==> src/sv/fcds_pkg.sv <==
// fcds_pkg: shared types and constants of the fractional clock divider search
// no dependencies
`timescale 1ns / 1ps
package fcds_pkg;
    localparam int FRAC_BITS = 24;
    localparam logic [31:0] ERR_SAT = 32'h7FFF_FFFF;
    localparam logic [31:0] BASE_RESET = 32'd160000000;

    typedef enum logic [3:0] {
        S_IDLE, S_DIV, S_FRAC, S_NORM, S_CAND, S_MUL, S_SDIV, S_EVAL, S_DONE
    } t_state;

    // request to the serial divider
    typedef struct packed {
        logic        start;
        logic [63:0] num;
        logic [63:0] den;
    } t_div_req;

    typedef struct packed {
        logic        done;
        logic [63:0] quo;
        logic [63:0] rem;
    } t_div_rsp;
endpackage

==> src/sv/fcds_div.sv <==
// fcds_div: restoring divider, one quotient bit per cycle, 64 bits
// depends on fcds_pkg
`timescale 1ns / 1ps
module fcds_div (
    input  logic              i_clk,
    input  logic              i_rst_n,
    input  fcds_pkg::t_div_req i_req,
    output fcds_pkg::t_div_rsp o_rsp
);
    logic [63:0] r_q, n_q;
    logic [64:0] r_r, n_r;
    logic [63:0] r_d;
    logic [6:0]  r_cnt, n_cnt;
    logic        r_busy, n_busy, r_done, n_done;
    logic [64:0] w_sh;

    always_comb begin
        w_sh = {r_r[63:0], r_q[63]};
        n_q = r_q; n_r = r_r; n_cnt = r_cnt; n_busy = r_busy; n_done = 1'b0;
        if (i_req.start) begin
            n_q = i_req.num; n_r = '0; n_cnt = 7'd64; n_busy = 1'b1;
        end else if (r_busy) begin
            if (w_sh >= {1'b0, r_d}) begin
                n_r = w_sh - {1'b0, r_d};
                n_q = {r_q[62:0], 1'b1};
            end else begin
                n_r = w_sh;
                n_q = {r_q[62:0], 1'b0};
            end
            n_cnt = r_cnt - 7'd1;
            if (r_cnt == 7'd1) begin
                n_busy = 1'b0; n_done = 1'b1;
            end
        end
    end

    always_ff @(posedge i_clk) begin
        if (!i_rst_n) begin
            r_busy <= 1'b0; r_done <= 1'b0; r_cnt <= '0;
        end else begin
            r_busy <= n_busy; r_done <= n_done; r_cnt <= n_cnt;
        end
        r_q <= n_q; r_r <= n_r;
        if (i_req.start) r_d <= i_req.den;
    end

    assign o_rsp.done = r_done;
    assign o_rsp.quo  = r_q;
    assign o_rsp.rem  = r_r[63:0];
endmodule

==> src/sv/fractional_clock_divider_search_top.sv <==
// fractional_clock_divider_search_top: divider search controller and i/o
// depends on fcds_pkg and fcds_div
`timescale 1ns / 1ps
// usage:
//  - s_axis carries target_freq (bits 30:0 of tdata); one transaction starts
//    one search, and m_axis returns one transaction with the divider found:
//    tdata = {div_numerator, div_denominator, div_integer}, div_integer at bit 0
//  - cfg channel writes base_clock; write only while no search is running
//  - all wide divisions share one bit-serial 64-bit divider
//  - a search runs the quotient and fraction divides and normalization,
//    then per denominator candidate a setup step, a serial multiply, two
//    divides and a compare; a skipped candidate takes only the setup step
//  - the small ratio and zero target cases go straight to the output stage;
//    a too large quotient ends the search after the first divide
//  - one search at a time; s_axis_tready is high only while idle, so a new
//    transaction is taken the cycle after a result is handed to the output
//  - when the receiver stalls the result holds in the output register and
//    the next search may still run; a second finished search waits until
//    the output register frees, and the input stays blocked meanwhile
//  - reset restores base_clock to 160000000 and empties the pipeline
module fractional_clock_divider_search_top #(
    parameter int MAX_DENOM   = 63,
    parameter int MAX_INTEGER = 255
) (
    input  logic        i_clk,
    input  logic        i_rst_n,
    input  logic        s_axis_tvalid,
    output logic        s_axis_tready,
    input  logic [31:0] s_axis_tdata,   // target_freq[30:0]
    output logic        m_axis_tvalid,
    input  logic        m_axis_tready,
    output logic [23:0] m_axis_tdata,   // div_integer[7:0], div_denominator[13:8], div_numerator[19:14]
    input  logic        i_cfg_valid,
    output logic        o_cfg_ready,
    input  logic [31:0] i_cfg_data      // base_clock
);
    localparam int AW = $clog2(MAX_DENOM + 1);
    localparam int NW = $clog2(MAX_INTEGER + 1);
    localparam int CW = (AW > 1) ? $clog2(AW) : 1;

    fcds_pkg::t_state r_st, n_st;
    fcds_pkg::t_div_req w_req;
    fcds_pkg::t_div_rsp w_rsp;

    logic [31:0] r_base;
    logic [30:0] r_tgt;
    logic [31:0] r_t;        // normalized target
    logic [4:0]  r_k;
    logic [NW-1:0] r_n;
    logic [23:0] r_frac;
    logic [AW:0] r_a;        // current denominator, 0 = n+1 candidate
    logic [AW-1:0] r_b;
    logic [63:0] r_prod;     // base * a
    logic [63:0] r_q0;       // first partial quotient
    logic [63:0] r_den;
    logic [31:0] r_best;
    logic [NW-1:0] r_rn;
    logic [AW-1:0] r_ra, r_rb;
    logic [NW-1:0] r_out_n;  // output register
    logic [AW-1:0] r_out_a, r_out_b;
    logic        r_out_v;
    logic        r_phase;    // 0 first divide, 1 remainder divide
    logic        r_dph;      // divider started for current step
    logic [CW-1:0] r_mcnt;
    logic [63:0] r_mshift;
    logic [AW-1:0] r_mult;

    logic [63:0] w_val, w_e;
    logic [31:0] w_err;
    logic [AW+24:0] w_bfull;
    logic [AW:0] w_bcalc;
    logic [NW+AW-1:0] w_na;
    logic        w_small;
    logic        w_out_load;

    assign s_axis_tready = (r_st == fcds_pkg::S_IDLE);
    assign o_cfg_ready   = 1'b1;
    assign m_axis_tvalid = r_out_v;
    assign m_axis_tdata  = {4'd0, 6'(r_out_b), 6'(r_out_a), 8'(r_out_n)};

    // base <= 2 * target
    assign w_small    = (33'(r_base) <= {1'b0, s_axis_tdata[30:0], 1'b0});
    assign w_out_load = (r_st == fcds_pkg::S_DONE) && (!r_out_v || m_axis_tready);

    always_comb begin
        w_bfull = ({1'b0, r_a[AW-1:0]} * r_frac) + (AW+25)'(1 << (fcds_pkg::FRAC_BITS - 1));
        w_bcalc = (AW+1)'(w_bfull >> fcds_pkg::FRAC_BITS);
        w_na    = r_n * r_a[AW-1:0];
        w_val   = (r_q0 << r_k) + w_rsp.quo;
        w_e     = (64'(r_t) >= w_val) ? 64'(r_t) - w_val : w_val - 64'(r_t);
        w_err   = (w_e > 64'(fcds_pkg::ERR_SAT)) ? fcds_pkg::ERR_SAT : w_e[31:0];
    end

    always_comb begin
        n_st = r_st;
        unique case (r_st)
            fcds_pkg::S_IDLE: if (s_axis_tvalid && s_axis_tready) begin
                if (w_small || s_axis_tdata[30:0] == '0) n_st = fcds_pkg::S_DONE;
                else n_st = fcds_pkg::S_DIV;
            end
            fcds_pkg::S_DIV: if (w_rsp.done) begin
                if (w_rsp.quo > 64'(MAX_INTEGER)) n_st = fcds_pkg::S_DONE;
                else n_st = fcds_pkg::S_FRAC;
            end
            fcds_pkg::S_FRAC: if (w_rsp.done) n_st = fcds_pkg::S_NORM;
            fcds_pkg::S_NORM: if (r_t[31]) n_st = fcds_pkg::S_CAND;
            fcds_pkg::S_CAND: begin
                if (32'(r_a) > 32'(MAX_DENOM)) n_st = fcds_pkg::S_DONE;
                else if (r_a != '0 && w_bcalc >= r_a) n_st = fcds_pkg::S_CAND;
                else n_st = fcds_pkg::S_MUL;
            end
            fcds_pkg::S_MUL:  if (r_mcnt == '0) n_st = fcds_pkg::S_SDIV;
            fcds_pkg::S_SDIV: if (w_rsp.done && r_phase) n_st = fcds_pkg::S_EVAL;
            fcds_pkg::S_EVAL: begin
                if (w_err < r_best && w_err == '0 && r_a != '0) n_st = fcds_pkg::S_DONE;
                else n_st = fcds_pkg::S_CAND;
            end
            fcds_pkg::S_DONE: if (!r_out_v || m_axis_tready) n_st = fcds_pkg::S_IDLE;
            default:          n_st = fcds_pkg::S_IDLE;
        endcase
    end

    always_comb begin
        w_req.start = 1'b0;
        w_req.num   = '0;
        w_req.den   = 64'd1;
        if (r_st == fcds_pkg::S_DIV && !r_dph) begin
            w_req.start = 1'b1; w_req.num = 64'(r_base); w_req.den = 64'(r_tgt);
        end else if (r_st == fcds_pkg::S_FRAC && !r_dph) begin
            w_req.start = 1'b1; w_req.num = {9'd0, w_rsp.rem[30:0], 24'd0};
            w_req.den = 64'(r_tgt);
        end else if (r_st == fcds_pkg::S_SDIV && !r_dph) begin
            w_req.start = 1'b1; w_req.den = r_den;
            w_req.num = r_phase ? (w_rsp.rem << r_k) : r_prod;
        end
    end

    fcds_div u_div (.i_clk(i_clk), .i_rst_n(i_rst_n), .i_req(w_req), .o_rsp(w_rsp));

    always_ff @(posedge i_clk) begin
        if (!i_rst_n) begin
            r_st <= fcds_pkg::S_IDLE; r_base <= fcds_pkg::BASE_RESET;
            r_out_v <= 1'b0; r_dph <= 1'b0; r_phase <= 1'b0;
        end else begin
            r_st <= n_st;
            if (i_cfg_valid) r_base <= i_cfg_data;
            if (w_out_load) r_out_v <= 1'b1;
            else if (m_axis_tvalid && m_axis_tready) r_out_v <= 1'b0;
            if (w_req.start) r_dph <= 1'b1;
            else if (w_rsp.done || r_st == fcds_pkg::S_IDLE) r_dph <= 1'b0;
            unique case (r_st)
                fcds_pkg::S_IDLE: begin
                    if (s_axis_tvalid && s_axis_tready) begin
                        r_tgt <= s_axis_tdata[30:0];
                        r_t <= {1'b0, s_axis_tdata[30:0]};
                        r_k <= '0;
                        r_best <= 32'hFFFF_FFFF;
                        if (w_small) begin
                            r_rn <= NW'(2); r_ra <= AW'(1); r_rb <= '0;
                        end else begin
                            r_rn <= NW'(MAX_INTEGER); r_ra <= AW'(MAX_DENOM);
                            r_rb <= AW'(MAX_DENOM - 1);
                        end
                    end
                end
                fcds_pkg::S_DIV: if (w_rsp.done) r_n <= NW'(w_rsp.quo);
                fcds_pkg::S_FRAC: if (w_rsp.done) begin
                    r_frac <= w_rsp.quo[23:0];
                    r_a <= (32'(r_n) < 32'(MAX_INTEGER)) ? '0 : (AW+1)'(1);
                end
                fcds_pkg::S_NORM: if (!r_t[31]) begin
                    r_t <= r_t << 1; r_k <= r_k + 5'd1;
                end
                fcds_pkg::S_CAND: begin
                    r_phase <= 1'b0;
                    if (r_a == '0) begin
                        r_b <= '0; r_mult <= AW'(1);
                        r_den <= 64'(r_n) + 64'd1;
                    end else begin
                        r_b <= AW'(w_bcalc);
                        r_mult <= r_a[AW-1:0];
                        r_den <= 64'(w_na) + 64'(w_bcalc);
                        // numerator reaching the denominator skips this candidate
                        if (w_bcalc >= r_a) r_a <= r_a + 1'b1;
                    end
                    r_mcnt <= CW'(AW - 1);
                    r_prod <= '0; r_mshift <= 64'(r_base) << (AW - 1);
                end
                fcds_pkg::S_MUL: begin
                    // serial shift-add multiply, one denominator bit a cycle
                    if (r_mult[r_mcnt]) r_prod <= r_prod + r_mshift;
                    r_mshift <= r_mshift >> 1;
                    if (r_mcnt != '0) r_mcnt <= r_mcnt - CW'(1);
                end
                fcds_pkg::S_SDIV: if (w_rsp.done && !r_phase) begin
                    r_q0 <= w_rsp.quo; r_phase <= 1'b1;
                end
                fcds_pkg::S_EVAL: begin
                    r_a <= r_a + 1'b1;
                    if (w_err < r_best) begin
                        r_best <= w_err;
                        r_rb <= r_b;
                        if (r_a == '0) begin
                            r_rn <= r_n + 1'b1; r_ra <= AW'(1);
                        end else begin
                            r_rn <= r_n; r_ra <= r_a[AW-1:0];
                        end
                    end
                end
                fcds_pkg::S_DONE: if (w_out_load) begin
                    r_out_n <= r_rn; r_out_a <= r_ra; r_out_b <= r_rb;
                end
                default: ;
            endcase
        end
    end
endmodule

==> config.mk <==
export PLATFORM = sky130hd
export DESIGN_NAME = fractional_clock_divider_search_top
export DESIGN_NICKNAME = d
export VERILOG_FILES = /design/src/sv/fcds_pkg.sv /design/src/sv/fcds_div.sv /design/src/sv/fractional_clock_divider_search_top.sv
export SDC_FILE = /design/constraint.sdc
export NUM_CORES = 2
export LEC_CHECK = 0
export BUFFER_PORTS_ARGS = -buffer_cell sky130_fd_sc_hd__buf_4
export CAP_MARGIN = 30
export CORE_AREA = 5 5 355 357
export DETAILED_ROUTE_END_ITERATION = 16
export DIE_AREA = 0 0 360 362
export GPL_TIMING_DRIVEN = 0
export SYNTH_ARGS = -nofsm -noshare
export SYNTH_HDL_FRONTEND = slang
export SYNTH_HIERARCHICAL = 1
export SYNTH_SLANG_ARGS = --single-unit
==> constraint.sdc <==
create_clock -name i_clk -period 40.9 [get_ports i_clk]
set_input_delay 8.18 -clock i_clk [delete_from_list [all_inputs] [get_ports i_clk]]
set_output_delay 8.18 -clock i_clk [all_outputs]
set_load 0.05 [all_outputs]
Word-level counts from Yosys, hierarchy flattened
Index checks and enable logic that the tools add are counted. W data, S select, Z words.

Input bits: 69. Bits in writable memories: 0. Flip-flop bits (word level): 690. Memory bits (read-only): 0. Memories: 0. Output and inout bits: 27. Word-level logic and storage cells: 208. Latch bits: 0.

Divide/modulo/power cells: 0. Bitwise operators: 3. Shifts and indexed selects: 2. Equality and inequality tests: 23. Muxes and demuxes: 71. Magnitude comparators: 10. Reduce and logical (&&, ||, !) cells: 50. $mul: 2. Add/sub/neg operators: 13.

Operator list (number): $mux W129 (3); $mux W64 (6); $pmux W64 S2 (2); $mux W32 (5); $add A64 B64 Y64 (2); $pmux W32 S2 (2); $shl A64 B5 Y64 (2); $ge A65 B64 Y1 (1); $ge A32 B64 Y1 (1); $gt A64 B31 Y1 const B (1); $gt A64 B8 Y1 const B (1); $sub A32 B64 Y64 (1); $sub A64 B32 Y64 (1); $sub A64 B64 Y64 (1); $mux W4 (11); $mux W6 (7); $pmux W4 S9 (1); $mux W7 (5); $le A32 B32 Y1 (1); $logic_not A32 Y1 (1); $lt A32 B32 Y1 (1); $mux W8 (4); $add A30 B24 Y31 const B (1); $logic_not A31 Y1 (1); 48 further kinds (112).

Depth between registers and ports, before layout
Word-level depth: 11. Gate-level depth with buffers: 58. Depth with buffers taken out: 49.

Cells and area by module
Netlist, hierarchy kept.

By module, submodules not included: fractional_clock_divider_search_top (area each 42628.4 sq um, seq. area each 12011.5 sq um, cells an instance 4922, instances 1); fcds_div (area each 11870.1 sq um, seq. area each 5305.1 sq um, cells an instance 1219, instances 1).

Worst setup path after synthesis
Ideal clock, no wire load.

Path kind: input port to flip-flop. Start point: input i_rst_n. End point: register r_q0[0], enable pin. Setup time: 0.567 ns. Data required time: 40.333 ns. Data arrival time: 12.649 ns. Setup slack: 27.684 ns. Cell stages on the path: 2. Buffers on the path: 0. Cells stage by stage: nand2_1 -> nor3_1.

Cells in the longest elaborated chain, start to end: 1.

Ends and longest elaborated chain: start: declaration (line fractional_clock_divider_search_top.sv:26) `input logic i_rst_n,`; $reduce_and A3 Y1 (no line); end signal: assignment (line fractional_clock_divider_search_top.sv:196) `r_q0 <= w_rsp.quo; r_phase <= 1'b1;`; end: declaration (line fractional_clock_divider_search_top.sv:54) `logic [63:0] r_q0;`.

Every way passes these cells. A chain may end at the register's enable or synchronous reset.

Worst setup path in the final report
Start point: register r_k[0]. End point: register r_rn[2], enable pin.

Cells in the longest elaborated chain, start to end: 9. Elaborated cells between the ends (all ways): 11. Classes of those cells: 3 x add/sub; 3 x order compare; 1 x eq/ne; 1 x shift; 2 x mux; 1 x reduce/logical.

Ends and longest elaborated chain: start: declaration (line fractional_clock_divider_search_top.sv:48) `logic [4:0] r_k;`; start signal: assignment (line fractional_clock_divider_search_top.sv:172) `r_t <= r_t << 1; r_k <= r_k + 5'd1;`; $shl A64 B5 Y64 (*) (line fractional_clock_divider_search_top.sv:89) `w_val = (r_q0 << r_k) + w_rsp.quo;`; $add A64 B64 Y64 (*) (line fractional_clock_divider_search_top.sv:89); $sub A64 B32 Y64, or another cell as far along (line fractional_clock_divider_search_top.sv:90) `w_e = (64'(r_t) >= w_val) ? 64'(r_t) - w_val : w_val - 64'(r_t);`; $mux W64 (*) (line fractional_clock_divider_search_top.sv:90); $gt A64 B31 Y1 (line fractional_clock_divider_search_top.sv:91) `w_err = (w_e > 64'(fcds_pkg::ERR_SAT)) ? fcds_pkg::ERR_SAT : w_e[31:0];`; $mux W32 (*) (line fractional_clock_divider_search_top.sv:91); via w_err[17] (line fractional_clock_divider_search_top.sv:69) `logic [31:0] w_err;`; $lt A32 B32 Y1 (*) (line fractional_clock_divider_search_top.sv:200) `if (w_err < r_best) begin`; $ne A2 B2 Y1 (no line) (*); $reduce_and A4 Y1 (no line) (*); end signal: assignment (line fractional_clock_divider_search_top.sv:161) `r_rn <= NW'(MAX_INTEGER); r_ra <= AW'(MAX_DENOM);`; end signal: assignment (line fractional_clock_divider_search_top.sv:206) `r_rn <= r_n; r_ra <= r_a[AW-1:0];`; end: declaration (line fractional_clock_divider_search_top.sv:57) `logic [NW-1:0] r_rn;`.

Mark *: on every way through the listed nets, which the timed path passes. The rest lies on a longest branch.

==> metrics.txt <==
CTS tree=yes; Setup Fix Bufs, Post-CTS=0; ys flop type=edfxtp_1; # rows=129; FMAX=about 58 MHz; setup violators final=0; synth warn=6; met3 Track Usage GR=7.268%; I/O pin count=between 90 and 100; Critical path origin=r_k[0]$_SDFFCE_PN0P_; first-pass iteration count of the detailed router=7; Layout Nets=between 6000 and 7000; PD cells=approximately 45 nW/um^2; worst setup path endpoint=r_rn[2]$_DFFE_PP_; busiest grt layer=met2; Total Wirelength=221.3 mm; Avg WL per Cell=27.38 um; DR iter-0 viols=a little over 6000; Clk pin slew, worst setup/hold paths=roughly 70 ps; initial antenna violation count=9; vias=around 50000; register area share after synthesis=between 30% and 40%; final hold slack=417.0 ps; Die Area=between 100000 and 150000 sq um; Clock Skews=between 30 and 40 ps; P&R area growth vs syn=10.73%; die span in y=roughly 360 um; Worst R2R Start=r_k[0]$_SDFFCE_PN0P_; Initial Util=roughly 44%; critical path data required time=41250 ps; Crit path largest cell delay=between 800 and 900 ps; fin. max-slew vios=0; Worst Hold Class=register to register; first-pass GRT wire length=between 300 and 400 mm; CTS max path bufs=3; Power Total=between 0.002 and 0.003 W; TNS Setup=0 ps; Clk Latency, worst-skew pair=about 700 ps; Placeable Area=122700 sq um; Reg2Reg Depth=between 50 and 60; share of cells above drive strength 1=a little under a tenth; hpwl dp=179.3 mm; Yosys cell types=between 100 and 150; CTS Sinks=roughly 600; headroom to the max-slew limit=21.21%; met2 usage=between 40% and 50%; maxcap violations=0; Crit. End Element=register; commonest non-fill, non-tap cell in the layout=nand2_1; GRT Total Usage=approximately 33%; Critical Path AT=approximately 18000 ps; kind of critical path=register to register; fin crit share=a little over two fifths; vias in the first global route=about 48000; post-synthesis average cell area=8.875 sq um; Peak VDD IR=33.84 uV; Most common cell on crit path=a21o_1; Gate Count Post-Synth=between 6000 and 7000; leakage power=roughly 25 nW; total congestion overflow=0; drt drc=0; crit path max fanout=30; largest net degree at the start of global routing=40; Cells after DPL=about 7900; DIE WIDTH=~360 um; Port Buffer Count=a little under 90; final-report hold violation count=0; r2r setup slk=roughly 24000 ps; post_cts resized=0; RSZ-0062 raised after global routing=false; Post-synth EDFFs=~500; #FFs+latches synth=between 600 and 700; Post-CTS Hold Fix Bufs=0; reg-to-reg endpoint=r_rn[2]$_DFFE_PP_; Post-DRT Antenna Nets=0; Root Buffer=clkbuf_16; H-tree depth=3; RD Place Congestion=1.119; Layout Cells excl Fill=a little over 8000; worst-margin pin slew=1171 ps; slowest stage cell, crit path=a2111oi_0; crit path time final=17210 ps; most frequent cells in the layout=1039 x nand2_1, 502 x edfxtp_1, 423 x nor2_1; status=finished, final reports clean; Setup crit start kind=register; cell area after technology mapping=54500 sq um; asr flop ratio synth=0%; TritonCTS Buffers=76; vias per inst=~6.2; met1 Use GR=a little under half
## cell families (layout without fill, tap and decap cells)
| group | after synthesis | count (layout) | share of synthesized area, % |
|---|---|---|---|
| flops | 614 | 614 | 31.77 |
| mux | 382 | 382 | 9.344 |
| buf+inv | 776 | 1035 | 5.627 |
| fa+ha+maj | 528 | 528 | 13.80 |
| other cells | 2 | 48 | 0.01378 |
| xor+xnor | 225 | 225 | 3.616 |
| simple gates | 2173 | 2173 | 18.30 |
| compound gates | 1441 | 1441 | 17.52 |
## area by class of cell
class | instances | area (sq um)
fill | 11970 | 62320
sequential | 614 | 17320
clock buffer | 100 | 2106
antenna | 9 | 22.52
inverter | 417 | 1565
clock inverter | 37 | 406.6
buffer | 359 | 1501
tap | 1637 | 2048
timing repair buffer | 122 | 1057
multi-input combinational | 4788 | 34320
## Yosys cell counts, drive strengths merged (102+ instances only)
cell type  count  area (sq um)
nand2       1039          3900
edfxtp       502         15070
nor2         424          1592
inv          414          1554
ha           406          5080
a21oi        364          1829
o21ai        323          1620
clkbuf       245         922.1
mux2i        196          1962
a21o         133         998.5
xnor2        123          1077
fa           122          2442
buf          114         579.3
dfxtp        112          2242
nand4        106         663.1
xor2         102         893.4
## flip-flops by register name, summed over array words and instances (netlist names), 7 cells and up
signal       count
r_den           15
r_rn             8
r_prod          64
r_out_n          8
u_div/r_q       64
r_tgt           31
r_best          32
r_q0            64
r_t             32
r_n              8
r_a              7
u_div/r_r       64
r_base          32
r_frac          24
u_div/r_cnt      7
r_mshift        37
u_div/r_d       64
## routing by layer
layer,up-vias,share of wire [%]
li1,22590,-
met4,2,4.2
met5,-,0.055
met1,24650,43
met2,2500,42
met3,360,10
## metrics by stage
step,cell area (sq um),utilization (%),setup slack [ps]
final,60350,49.20,23690
after global routing,60330,49.18,22750
after CTS,60320,49.17,24210
after detailed placement,57810,47.12,24280
after global placement,57350,46.75,22920
after floorplan,54640,-,27680
## worst max-delay path, delay by kind of cell, from the launching register on
kind / cells / cell delay (ps)
mux: 2 / 640
simple gates: 15 / 4280
fa+ha+maj: 3 / 930
buf+inv: 10 / 4510
xor+xnor: 1 / 220
compound gates: 22 / 5800
flops: 1 / 370
## power breakdown
group / internal (W) / switching [W]
combinational: 0.000432 / 0.000787
sequential: 0.000728 / 0.000107
clock: 0.000394 / 0.000298
## how the worst min path moves through the flow
stage	from	endpoint	slack (ps)	cells after the start
2_1_floorplan	r_ra[0]$_SDFFCE_PN1P_	r_out_a[0]$_DFFE_PP_	400	0
3_3_place_gp	r_ra[5]$_DFFE_PP_	r_out_a[5]$_DFFE_PP_	400	0
3_5_place_dp	r_ra[3]$_DFFE_PP_	r_out_a[3]$_DFFE_PP_	400	0
4_1_cts	r_rb[4]$_DFFE_PP_	r_out_b[4]$_DFFE_PP_	420	0
5_1_grt	r_rb[4]$_DFFE_PP_	r_out_b[4]$_DFFE_PP_	420	0
6_report	r_ra[3]$_DFFE_PP_	r_out_a[3]$_DFFE_PP_	420	0
Power figures use the tool's default switching activity.
